--- src/hdl/avsr_pkg.sv ---
`timescale 1ns / 1ps
// ----------------------------------------------------------------------------
// avsr_pkg: shared types and helpers for the absolute volume sync reducer
// Event codes, support codes, beat structs and the percent/absolute mappings.
// ----------------------------------------------------------------------------
package avsr_pkg;

  localparam int GEN_W = 64;
  localparam int ABS_W = 7;
  localparam int PCT_W = 7;

  // event kinds
  localparam logic [2:0] KIND_BEGIN   = 3'd0;
  localparam logic [2:0] KIND_SUPPORT = 3'd1;
  localparam logic [2:0] KIND_LOCAL   = 3'd2;
  localparam logic [2:0] KIND_REMOTE  = 3'd3;
  localparam logic [2:0] KIND_END     = 3'd4;

  // peer support codes
  localparam logic [1:0] SUPPORT_UNKNOWN = 2'd0;
  localparam logic [1:0] SUPPORT_YES     = 2'd1;

  localparam logic [7:0] PCT_MAX = 8'd100;

  // reciprocal constants, exact over the mapped input ranges
  localparam logic [27:0] Recip100   = 28'd5243;   // 2^19 / 100, rounded up
  localparam int          Recip100Sh = 19;
  localparam logic [28:0] Recip127   = 29'd16514;  // 2^21 / 127, rounded up
  localparam int          Recip127Sh = 21;

  typedef struct packed {
    logic [2:0]       kind;
    logic [GEN_W-1:0] generation;
    logic [1:0]       support;
    logic [7:0]       local_percent;
    logic             local_muted;
    logic [7:0]       remote_volume;
    logic             remote_event;
  } item_t;

  typedef struct packed {
    logic             send_remote;
    logic [ABS_W-1:0] remote_volume_out;
    logic             set_local;
    logic [PCT_W-1:0] local_percent_out;
    logic             local_mute_out;
  } result_t;

  // (p*127 + 50) / 100 for p in 0..100
  function automatic logic [ABS_W-1:0] pct_to_abs(input logic [PCT_W-1:0] pct);
    logic [13:0] num;
    logic [27:0] prod;
    num  = 14'(pct) * 14'd127 + 14'd50;
    prod = 28'(num) * Recip100;
    return prod[Recip100Sh +: ABS_W];
  endfunction

  // (v*100 + 63) / 127 for v in 0..127
  function automatic logic [PCT_W-1:0] abs_to_pct(input logic [ABS_W-1:0] v);
    logic [13:0] num;
    logic [28:0] prod;
    num  = 14'(v) * 14'd100 + 14'd63;
    prod = 29'(num) * Recip127;
    return prod[Recip127Sh +: PCT_W];
  endfunction

endpackage

--- src/hdl/avsr_if.sv ---
`timescale 1ns / 1ps
// ----------------------------------------------------------------------------
// avsr_if: event and result channels
// Valid/ready channels carrying one event beat or one result beat.
// ----------------------------------------------------------------------------
interface avsr_evt_if;
  logic       valid;
  logic       ready;
  logic [2:0] kind;
  logic [63:0] generation;
  logic [1:0] support;
  logic [7:0] local_percent;
  logic       local_muted;
  logic [7:0] remote_volume;
  logic       remote_event;

  modport source (output valid, kind, generation, support, local_percent, local_muted,
                  remote_volume, remote_event, input ready);
  modport sink (input valid, kind, generation, support, local_percent, local_muted,
                remote_volume, remote_event, output ready);
endinterface

interface avsr_res_if;
  logic       valid;
  logic       ready;
  logic       send_remote;
  logic [6:0] remote_volume_out;
  logic       set_local;
  logic [6:0] local_percent_out;
  logic       local_mute_out;

  modport source (output valid, send_remote, remote_volume_out, set_local,
                  local_percent_out, local_mute_out, input ready);
  modport sink (input valid, send_remote, remote_volume_out, set_local,
                local_percent_out, local_mute_out, output ready);
endinterface

--- src/hdl/avsr_core.sv ---
`timescale 1ns / 1ps
// ----------------------------------------------------------------------------
// avsr_core: session state and per-event decision logic
// Holds the session registers and computes one result per event beat.
// ----------------------------------------------------------------------------
module avsr_core (
  input  logic              clk,
  input  logic              rst_n,
  input  logic              go,
  input  avsr_pkg::item_t   item,
  output avsr_pkg::result_t res
);

  logic [63:0] gen_r, gen_nxt;
  logic        active_r, active_nxt;
  logic [1:0]  support_r, support_nxt;
  logic        known_r, known_nxt;
  logic [6:0]  pct_r, pct_nxt;
  logic        mute_r, mute_nxt;
  logic        first_r, first_nxt;
  logic        echo_r, echo_nxt;
  logic        lup_r, lup_nxt;
  logic [6:0]  last_sent_r, last_sent_nxt;
  logic [6:0]  pend_r, pend_nxt;
  logic        inbound_r, inbound_nxt;
  logic [6:0]  last_rx_r, last_rx_nxt;

  logic [63:0] diff;
  logic        is_cur;
  logic        is_newer;
  logic [6:0]  clamp;
  logic [6:0]  new_proj;
  logic [6:0]  kept_proj;
  logic [6:0]  rv;
  logic        send_req;
  logic [6:0]  send_val;

  always_comb begin
    diff      = item.generation - gen_r;
    is_cur    = (item.generation != '0) && active_r && (item.generation == gen_r);
    is_newer  = (item.generation != '0) &&
                ((gen_r == '0) || ((diff != '0) && !diff[63]));
    clamp     = (item.local_percent > avsr_pkg::PCT_MAX) ? avsr_pkg::PCT_MAX[6:0]
                                                         : item.local_percent[6:0];
    new_proj  = (item.local_muted || clamp == '0) ? '0 : avsr_pkg::pct_to_abs(clamp);
    kept_proj = (mute_r || pct_r == '0) ? '0 : avsr_pkg::pct_to_abs(pct_r);
    rv        = item.remote_volume[6:0];

    gen_nxt       = gen_r;
    active_nxt    = active_r;
    support_nxt   = support_r;
    known_nxt     = known_r;
    pct_nxt       = pct_r;
    mute_nxt      = mute_r;
    first_nxt     = first_r;
    echo_nxt      = echo_r;
    lup_nxt       = lup_r;
    last_sent_nxt = last_sent_r;
    pend_nxt      = pend_r;
    inbound_nxt   = inbound_r;
    last_rx_nxt   = last_rx_r;
    send_req      = 1'b0;
    send_val      = '0;
    res           = '0;

    case (item.kind)
      avsr_pkg::KIND_BEGIN: begin
        if (is_newer) begin
          // fresh session: everything cleared, then opened
          gen_nxt       = item.generation;
          active_nxt    = 1'b1;
          support_nxt   = item.support;
          known_nxt     = 1'b1;
          pct_nxt       = clamp;
          mute_nxt      = item.local_muted;
          first_nxt     = 1'b0;
          echo_nxt      = 1'b0;
          lup_nxt       = 1'b0;
          last_sent_nxt = '0;
          pend_nxt      = '0;
          inbound_nxt   = 1'b0;
          last_rx_nxt   = '0;
          send_req      = (item.support == avsr_pkg::SUPPORT_YES);
          send_val      = new_proj;
        end
      end
      avsr_pkg::KIND_SUPPORT: begin
        if (is_cur) begin
          support_nxt = item.support;
          if (item.support != avsr_pkg::SUPPORT_YES) begin
            first_nxt = 1'b0;
            echo_nxt  = 1'b0;
            lup_nxt   = 1'b0;
          end else if (!first_r) begin
            send_req = known_r;
            send_val = kept_proj;
          end
        end
      end
      avsr_pkg::KIND_LOCAL: begin
        if (is_cur) begin
          known_nxt = 1'b1;
          pct_nxt   = clamp;
          mute_nxt  = item.local_muted;
          if (lup_r) begin
            // callback that our own local update caused
            lup_nxt = 1'b0;
            if (new_proj == pend_r) begin
              last_sent_nxt = new_proj;
              echo_nxt      = 1'b0;
            end else begin
              send_req = (support_r == avsr_pkg::SUPPORT_YES);
              send_val = new_proj;
            end
          end else if (support_r == avsr_pkg::SUPPORT_YES &&
                       !(first_r && last_sent_r == new_proj)) begin
            send_req = 1'b1;
            send_val = new_proj;
          end
        end
      end
      avsr_pkg::KIND_REMOTE: begin
        if (is_cur && support_r == avsr_pkg::SUPPORT_YES && !item.remote_volume[7]) begin
          if (!item.remote_event) begin
            if (echo_r && rv == last_sent_r) begin
              echo_nxt = 1'b0;
            end
          end else if (!(inbound_r && rv == last_rx_r)) begin
            inbound_nxt = 1'b1;
            last_rx_nxt = rv;
            echo_nxt    = 1'b0;
            if (!(known_r && kept_proj == rv)) begin
              res.set_local         = 1'b1;
              res.local_percent_out = avsr_pkg::abs_to_pct(rv);
              res.local_mute_out    = (rv == '0);
              lup_nxt               = 1'b1;
              pend_nxt              = rv;
            end
          end
        end
      end
      avsr_pkg::KIND_END: begin
        if (is_cur) begin
          active_nxt  = 1'b0;
          support_nxt = avsr_pkg::SUPPORT_UNKNOWN;
          echo_nxt    = 1'b0;
          lup_nxt     = 1'b0;
          inbound_nxt = 1'b0;
        end
      end
      default: begin
      end
    endcase

    if (send_req) begin
      res.send_remote       = 1'b1;
      res.remote_volume_out = send_val;
      first_nxt             = 1'b1;
      echo_nxt              = 1'b1;
      last_sent_nxt         = send_val;
    end
  end

  always_ff @(posedge clk) begin
    if (!rst_n) begin
      gen_r       <= '0;
      active_r    <= 1'b0;
      support_r   <= avsr_pkg::SUPPORT_UNKNOWN;
      known_r     <= 1'b0;
      pct_r       <= '0;
      mute_r      <= 1'b0;
      first_r     <= 1'b0;
      echo_r      <= 1'b0;
      lup_r       <= 1'b0;
      last_sent_r <= '0;
      pend_r      <= '0;
      inbound_r   <= 1'b0;
      last_rx_r   <= '0;
    end else if (go) begin
      gen_r       <= gen_nxt;
      active_r    <= active_nxt;
      support_r   <= support_nxt;
      known_r     <= known_nxt;
      pct_r       <= pct_nxt;
      mute_r      <= mute_nxt;
      first_r     <= first_nxt;
      echo_r      <= echo_nxt;
      lup_r       <= lup_nxt;
      last_sent_r <= last_sent_nxt;
      pend_r      <= pend_nxt;
      inbound_r   <= inbound_nxt;
      last_rx_r   <= last_rx_nxt;
    end
  end

endmodule

--- src/hdl/absolute_volume_sync_reducer.sv ---
`timescale 1ns / 1ps
// ----------------------------------------------------------------------------
// absolute_volume_sync_reducer: local/remote absolute volume synchronizer
// Path: an accepted event beat is held in the event register, then passes
//   through the decision logic into the result register that drives out_bus.
// Throughput: one event beat per cycle; the event register stalls only
//   while a result beat waits and out_bus.ready is low.
// Reset: synchronous active-low rst_n clears the session state and both
//   valid flags; exactly one result beat follows every accepted event.
// ----------------------------------------------------------------------------
module absolute_volume_sync_reducer (
  input  logic clk,
  input  logic rst_n,
  avsr_evt_if.sink   in_bus,
  avsr_res_if.source out_bus
);

  // event register
  logic              evt_vld_r;
  avsr_pkg::item_t   evt_r;
  // result register
  logic              res_vld_r;
  avsr_pkg::result_t res_r;

  avsr_pkg::result_t res_nxt;
  logic              res_free;
  logic              advance;
  logic              in_take;

  // the result slot frees up when it is empty or being taken this cycle
  assign res_free = !res_vld_r || out_bus.ready;
  // the registered event moves into the result register
  assign advance  = evt_vld_r && res_free;
  assign in_bus.ready = !evt_vld_r || advance;
  assign in_take  = in_bus.valid && in_bus.ready;

  always_ff @(posedge clk) begin
    if (!rst_n) begin
      evt_vld_r <= 1'b0;
    end else if (in_bus.ready) begin
      evt_vld_r <= in_bus.valid;
    end
  end

  // payload, no reset needed
  always_ff @(posedge clk) begin
    if (in_take) begin
      evt_r.kind          <= in_bus.kind;
      evt_r.generation    <= in_bus.generation;
      evt_r.support       <= in_bus.support;
      evt_r.local_percent <= in_bus.local_percent;
      evt_r.local_muted   <= in_bus.local_muted;
      evt_r.remote_volume <= in_bus.remote_volume;
      evt_r.remote_event  <= in_bus.remote_event;
    end
  end

  // session state updates only when an event leaves the event register
  avsr_core u_core (
    .clk   (clk),
    .rst_n (rst_n),
    .go    (advance),
    .item  (evt_r),
    .res   (res_nxt)
  );

  always_ff @(posedge clk) begin
    if (!rst_n) begin
      res_vld_r <= 1'b0;
    end else if (res_free) begin
      res_vld_r <= evt_vld_r;
    end
  end

  always_ff @(posedge clk) begin
    if (advance) begin
      res_r <= res_nxt;
    end
  end

  assign out_bus.valid             = res_vld_r;
  assign out_bus.send_remote       = res_r.send_remote;
  assign out_bus.remote_volume_out = res_r.remote_volume_out;
  assign out_bus.set_local         = res_r.set_local;
  assign out_bus.local_percent_out = res_r.local_percent_out;
  assign out_bus.local_mute_out    = res_r.local_mute_out;

endmodule

--- src/flat_wrapper.sv ---
// flat-port wrapper written by rule: the top's interface ports become plain ports
module absolute_volume_sync_reducer_flat 
  (clk, rst_n, in_bus_valid, in_bus_kind, in_bus_generation, in_bus_support, in_bus_local_percent, in_bus_local_muted, in_bus_remote_volume, in_bus_remote_event, in_bus_ready, out_bus_valid, out_bus_send_remote, out_bus_remote_volume_out, out_bus_set_local, out_bus_local_percent_out, out_bus_local_mute_out, out_bus_ready);
  avsr_evt_if in_bus_i ();
  avsr_res_if out_bus_i ();
  input  logic clk;
  input  logic rst_n;
  input wire logic [$bits(in_bus_i.valid)-1:0] in_bus_valid;
  input wire logic [$bits(in_bus_i.kind)-1:0] in_bus_kind;
  input wire logic [$bits(in_bus_i.generation)-1:0] in_bus_generation;
  input wire logic [$bits(in_bus_i.support)-1:0] in_bus_support;
  input wire logic [$bits(in_bus_i.local_percent)-1:0] in_bus_local_percent;
  input wire logic [$bits(in_bus_i.local_muted)-1:0] in_bus_local_muted;
  input wire logic [$bits(in_bus_i.remote_volume)-1:0] in_bus_remote_volume;
  input wire logic [$bits(in_bus_i.remote_event)-1:0] in_bus_remote_event;
  output wire logic [$bits(in_bus_i.ready)-1:0] in_bus_ready;
  output wire logic [$bits(out_bus_i.valid)-1:0] out_bus_valid;
  output wire logic [$bits(out_bus_i.send_remote)-1:0] out_bus_send_remote;
  output wire logic [$bits(out_bus_i.remote_volume_out)-1:0] out_bus_remote_volume_out;
  output wire logic [$bits(out_bus_i.set_local)-1:0] out_bus_set_local;
  output wire logic [$bits(out_bus_i.local_percent_out)-1:0] out_bus_local_percent_out;
  output wire logic [$bits(out_bus_i.local_mute_out)-1:0] out_bus_local_mute_out;
  input wire logic [$bits(out_bus_i.ready)-1:0] out_bus_ready;
  assign in_bus_i.valid = in_bus_valid;
  assign in_bus_i.kind = in_bus_kind;
  assign in_bus_i.generation = in_bus_generation;
  assign in_bus_i.support = in_bus_support;
  assign in_bus_i.local_percent = in_bus_local_percent;
  assign in_bus_i.local_muted = in_bus_local_muted;
  assign in_bus_i.remote_volume = in_bus_remote_volume;
  assign in_bus_i.remote_event = in_bus_remote_event;
  assign in_bus_ready = in_bus_i.ready;
  assign out_bus_valid = out_bus_i.valid;
  assign out_bus_send_remote = out_bus_i.send_remote;
  assign out_bus_remote_volume_out = out_bus_i.remote_volume_out;
  assign out_bus_set_local = out_bus_i.set_local;
  assign out_bus_local_percent_out = out_bus_i.local_percent_out;
  assign out_bus_local_mute_out = out_bus_i.local_mute_out;
  assign out_bus_i.ready = out_bus_ready;
  absolute_volume_sync_reducer u_core (.clk(clk), .rst_n(rst_n), .in_bus(in_bus_i), .out_bus(out_bus_i));
endmodule
--- config.mk ---
export PLATFORM = sky130hd
export DESIGN_NAME = absolute_volume_sync_reducer_flat
export DESIGN_NICKNAME = d
export VERILOG_FILES = /design/src/hdl/avsr_pkg.sv /design/src/hdl/avsr_if.sv /design/src/hdl/avsr_core.sv /design/src/hdl/absolute_volume_sync_reducer.sv /design/src/flat_wrapper.sv
export SDC_FILE = /design/constraint.sdc
export NUM_CORES = 1
export LEC_CHECK = 0
export BUFFER_PORTS_ARGS = -buffer_cell sky130_fd_sc_hd__clkbuf_2
export CAP_MARGIN = 20
export CORE_ASPECT_RATIO = 1.1
export CORE_MARGIN = 2
export CORE_UTILIZATION = 58
export DETAILED_ROUTE_END_ITERATION = 10
export HOLD_SLACK_MARGIN = 0.03
export PLACE_DENSITY = 0.84
export SYNTH_ARGS = -nofsm -noshare
export SYNTH_HDL_FRONTEND = slang
export SYNTH_SLANG_ARGS = --single-unit
--- constraint.sdc ---
create_clock -name clk -period 12.1 [get_ports clk]
set_input_delay 1.21 -clock clk [delete_from_list [all_inputs] [get_ports clk]]
set_output_delay 1.21 -clock clk [all_outputs]
set_load 0.05 [all_outputs]
==> results.md <==
* Outcome: completed
* DRC viols at 0
* Yosys reg bits at 206
* Share of cells above drive strength 1 at 7.82%
* ANT nets after route at 0
* Area occupied by multi-input gates at 18700 um^2
* IO Count at 110
* DR WL met2 at 38500 um
* Die span in y at 225 um
* First-pass iteration count of the detailed router at 6
* Final Instance Area at 27600 um^2
* Vias post-DR at 22500
* Buffers on Ports at 109
* Placed Cells at 3587
* Post-synthesis sequential area ratio at 20.1%
* Clock latency on the worst-skew pair at 0.55 ns
* Req. time, crit path at 12.59 ns
* Post-Syn Instances at 2979
* Post-synth top flop: edfxtp_1
* Clock skew at 0.0282 ns
* M1 WL at 31100 um
* Via density per instance at 6.20
* WL/cell at 21.4 um
* Met3 WL at 4200 um
* F_max at 0.0867 GHz
* R2R Setup Slk at 0.57 ns
* Post-Route WL at 77700 um
* Crit Path Max Fanout at 8
* Setup crit end kind: register
* Final Non-Filler Cells at 3631
* Post-synth EDFFs at 104
* Initial core utilization at 59.1%
* First-pass GRT wire length at 121000 um
* Clock root buffer: clkbuf_16
* MaxCap Viol Count at 0
* NumNets Final at 3687
* Placed Area at 26700 um^2
* CTS max path bufs at 3
* Largest net degree at the start of global routing at 107
* Period Utilization, post-route at 95.3%
* H-Tree Depth at 1
* Ys async rst share at 0%
* WP data arrival at 12.03 ns
* Gpl congestion at 0.990
* Crit path time final at 11.53 ns
* Slowest-stage cell, CP: a221oi_1
* TritonCTS Sinks at 206
* Area growth, synth to finish at 7.22%
* Total congestion overflow at 0
* Synth unique cells at 94
* Worst hold path type: reg2reg
* Die Width at 205 um
* Syn avg cell area at 8.64 um^2
* CP most frequent cell: fa_1
* GRT Resource Usage Total at 33.6%
* Layout fillers at 3666
* Initial antenna violation count at 0
* DR iter-0 viols at 1697
* CTS buffer count at 22
* Slew headroom at 30.8%
* Detail Placement HPWL at 65000 um
* Die area at 46100 um^2
* Final Hold Viols at 0
* Register area at 5160 um^2
* Final Max Slew Viols at 0
* Clk slew on worst S/H paths at 0.06 ns
* # rows at 80
* Setup Total Neg Slack at 0 ns
* CORE AREA at 43500 um^2
* CTS tree: done
* Mapped cell area at 25700 um^2
* Final hold slack at 0.459 ns
* Setup violators final at 0
* Crit path kind: reg2reg
* Number of global-route vias before repair at 22600
* Highest routed layer: met4
* Slowest stage delay, CP at 0.70 ns
* Startpoint class of the critical path: register
* Synth Warn # at 0
* # diodes at 0
* Net Count, Synth at 3625
* Worst slew pin tran at 1.04 ns
-- cell usage after synthesis, types with 8 or more instances --
| library cell | count | share of area (%) |
|---|---|---|
| nand3_1 | 57 | 1.1 |
| a21o_1 | 37 | 1.1 |
| ha_1 | 395 | 19 |
| clkbuf_1 | 72 | 1.1 |
| o21ai_0 | 107 | 2.1 |
| a2111oi_0 | 17 | 0.58 |
| o21a_1 | 25 | 0.73 |
| nand2_1 | 312 | 4.6 |
| xor2_1 | 28 | 0.95 |
| or2_2 | 11 | 0.27 |
| nor2_1 | 164 | 2.4 |
| or3_1 | 21 | 0.51 |
| or4_1 | 11 | 0.32 |
| nand4_1 | 69 | 1.7 |
| nor2b_1 | 21 | 0.51 |
| o211ai_1 | 29 | 0.85 |
| xnor2_1 | 82 | 2.8 |
| o221a_2 | 8 | 0.35 |
| buf_2 | 12 | 0.23 |
| and2_1 | 19 | 0.46 |
| inv_1 | 418 | 6.1 |
| nor4_1 | 65 | 1.6 |
| edfxtp_1 | 104 | 12 |
| and3_1 | 15 | 0.36 |
| o31ai_1 | 13 | 0.38 |
| mux2i_1 | 99 | 3.9 |
| fa_1 | 160 | 12 |
| a211oi_1 | 24 | 0.70 |
| o21bai_1 | 24 | 0.70 |
| dfxtp_1 | 102 | 7.9 |
| a21oi_1 | 171 | 3.3 |
| o22ai_1 | 8 | 0.19 |
| nand2b_1 | 23 | 0.56 |
| a211o_1 | 9 | 0.31 |
| nor3_1 | 59 | 1.1 |
| a31oi_1 | 11 | 0.27 |
-- final cells by class --
cell class / instances / area share, %
timing repair buffer: 133 / 2.63
clock buffer: 26 / 2.09
multi-input combinational: 2259 / 67.8
sequential: 206 / 18.7
clock inverter: 14 / 0.467
tap: 574 / 2.60
inverter: 419 / 5.70
-- path summary, 6_finish.rpt --
kind / from / endpoint / cells after the start
worst min register to register: u_core.u_core.support_r[0] / u_core.u_core.support_r[0] / 2
worst max-delay path: u_core.evt_r[11] / u_core.u_core.last_sent_r[6] / 41
worst max register to register: u_core.evt_r[11] / u_core.u_core.last_sent_r[6] / 41
worst min-delay path: u_core.u_core.support_r[0] / u_core.u_core.support_r[0] / 2
-- logic make-up (layout without fill, tap and decap cells) --
group / after synthesis / after routing / share of synthesized area [%]
buffers and inverters: 515 / 592 / 7.75
AND/OR/NAND/NOR: 892 / 892 / 17.0
XOR/XNOR: 110 / 110 / 3.74
adder cells (fa/ha/maj): 555 / 555 / 31.7
AO/OA/AOI/OAI: 596 / 597 / 15.7
flip-flops: 206 / 206 / 20.1
multiplexers: 105 / 105 / 4.11
-- through the flow --
stage          setup WS, ns  utilization [%]
6_report              0.567             63.4
5_1_grt             -0.0566             63.4
4_1_cts               0.147             63.1
3_5_place_dp         -0.319             61.4
3_3_place_gp          0.145             61.4
2_1_floorplan         0.840                -
-- cell usage in the layout (no fill, tap or decap), drive strengths merged, types with 12 or more instances in the layout --
master,instances
a2111oi,18
a211oi,25
a21o,37
a21oi,171
and2,19
and3,15
buf,25
clkbuf,134
dfxtp,102
edfxtp,104
fa,160
ha,395
inv,422
mux2i,99
nand2,313
nand2b,23
nand3,57
nand4,69
nor2,164
nor2b,21
nor3,59
nor4,66
o211ai,29
o21a,25
o21ai,112
o21bai,24
o31ai,15
or2,12
or3,22
xnor2,82
xor2,28
-- sequential cells by signal (all words and copies together) (netlist names) --
register / cells
u_core.u_core.active_r: 1
u_core.evt_vld_r: 1
u_core.u_core.pend_r: 7
u_core.out_bus.local_mute_out: 1
u_core.out_bus.valid: 1
u_core.u_core.inbound_r: 1
u_core.u_core.last_sent_r: 7
u_core.evt_r: 87
u_core.u_core.gen_r: 64
u_core.out_bus.send_remote: 1
u_core.out_bus.remote_volume_out: 7
u_core.u_core.first_r: 1
u_core.u_core.known_r: 1
u_core.u_core.last_rx_r: 7
u_core.out_bus.local_percent_out: 7
u_core.u_core.mute_r: 1
u_core.out_bus.set_local: 1
u_core.u_core.pct_r: 7
u_core.u_core.lup_r: 1
u_core.u_core.support_r: 2
-- critical path: cells and delay by family (launching register included) --
kind	cells	cell delay [ns]
fa+ha+maj	11	5.07
compound gates	19	4.57
simple gates	3	0.52
flops	1	0.44
buf+inv	6	0.32
mux	1	0.27
xor+xnor	1	0.26
-- per-layer routing --
metal / vias to the layer above / GRT usage [%]
met4: 0 / 15.7
met3: 187 / 2.71
li1: 10700 / -
met1: 10800 / 41.4
met5: - / 0
met2: 842 / 59.4
-- timing repair --
action,4_1_cts,5_1_grt
hold endpoints to repair,0,0
resized for setup,2,15
setup endpoints to repair,16,16
hold buffers,0,0
pin swaps,1,0
cloned,0,1
setup buffers,1,1
Power is not shown: default switching activity piles up to over one toggle a cycle in this logic, so the estimate is an artifact.
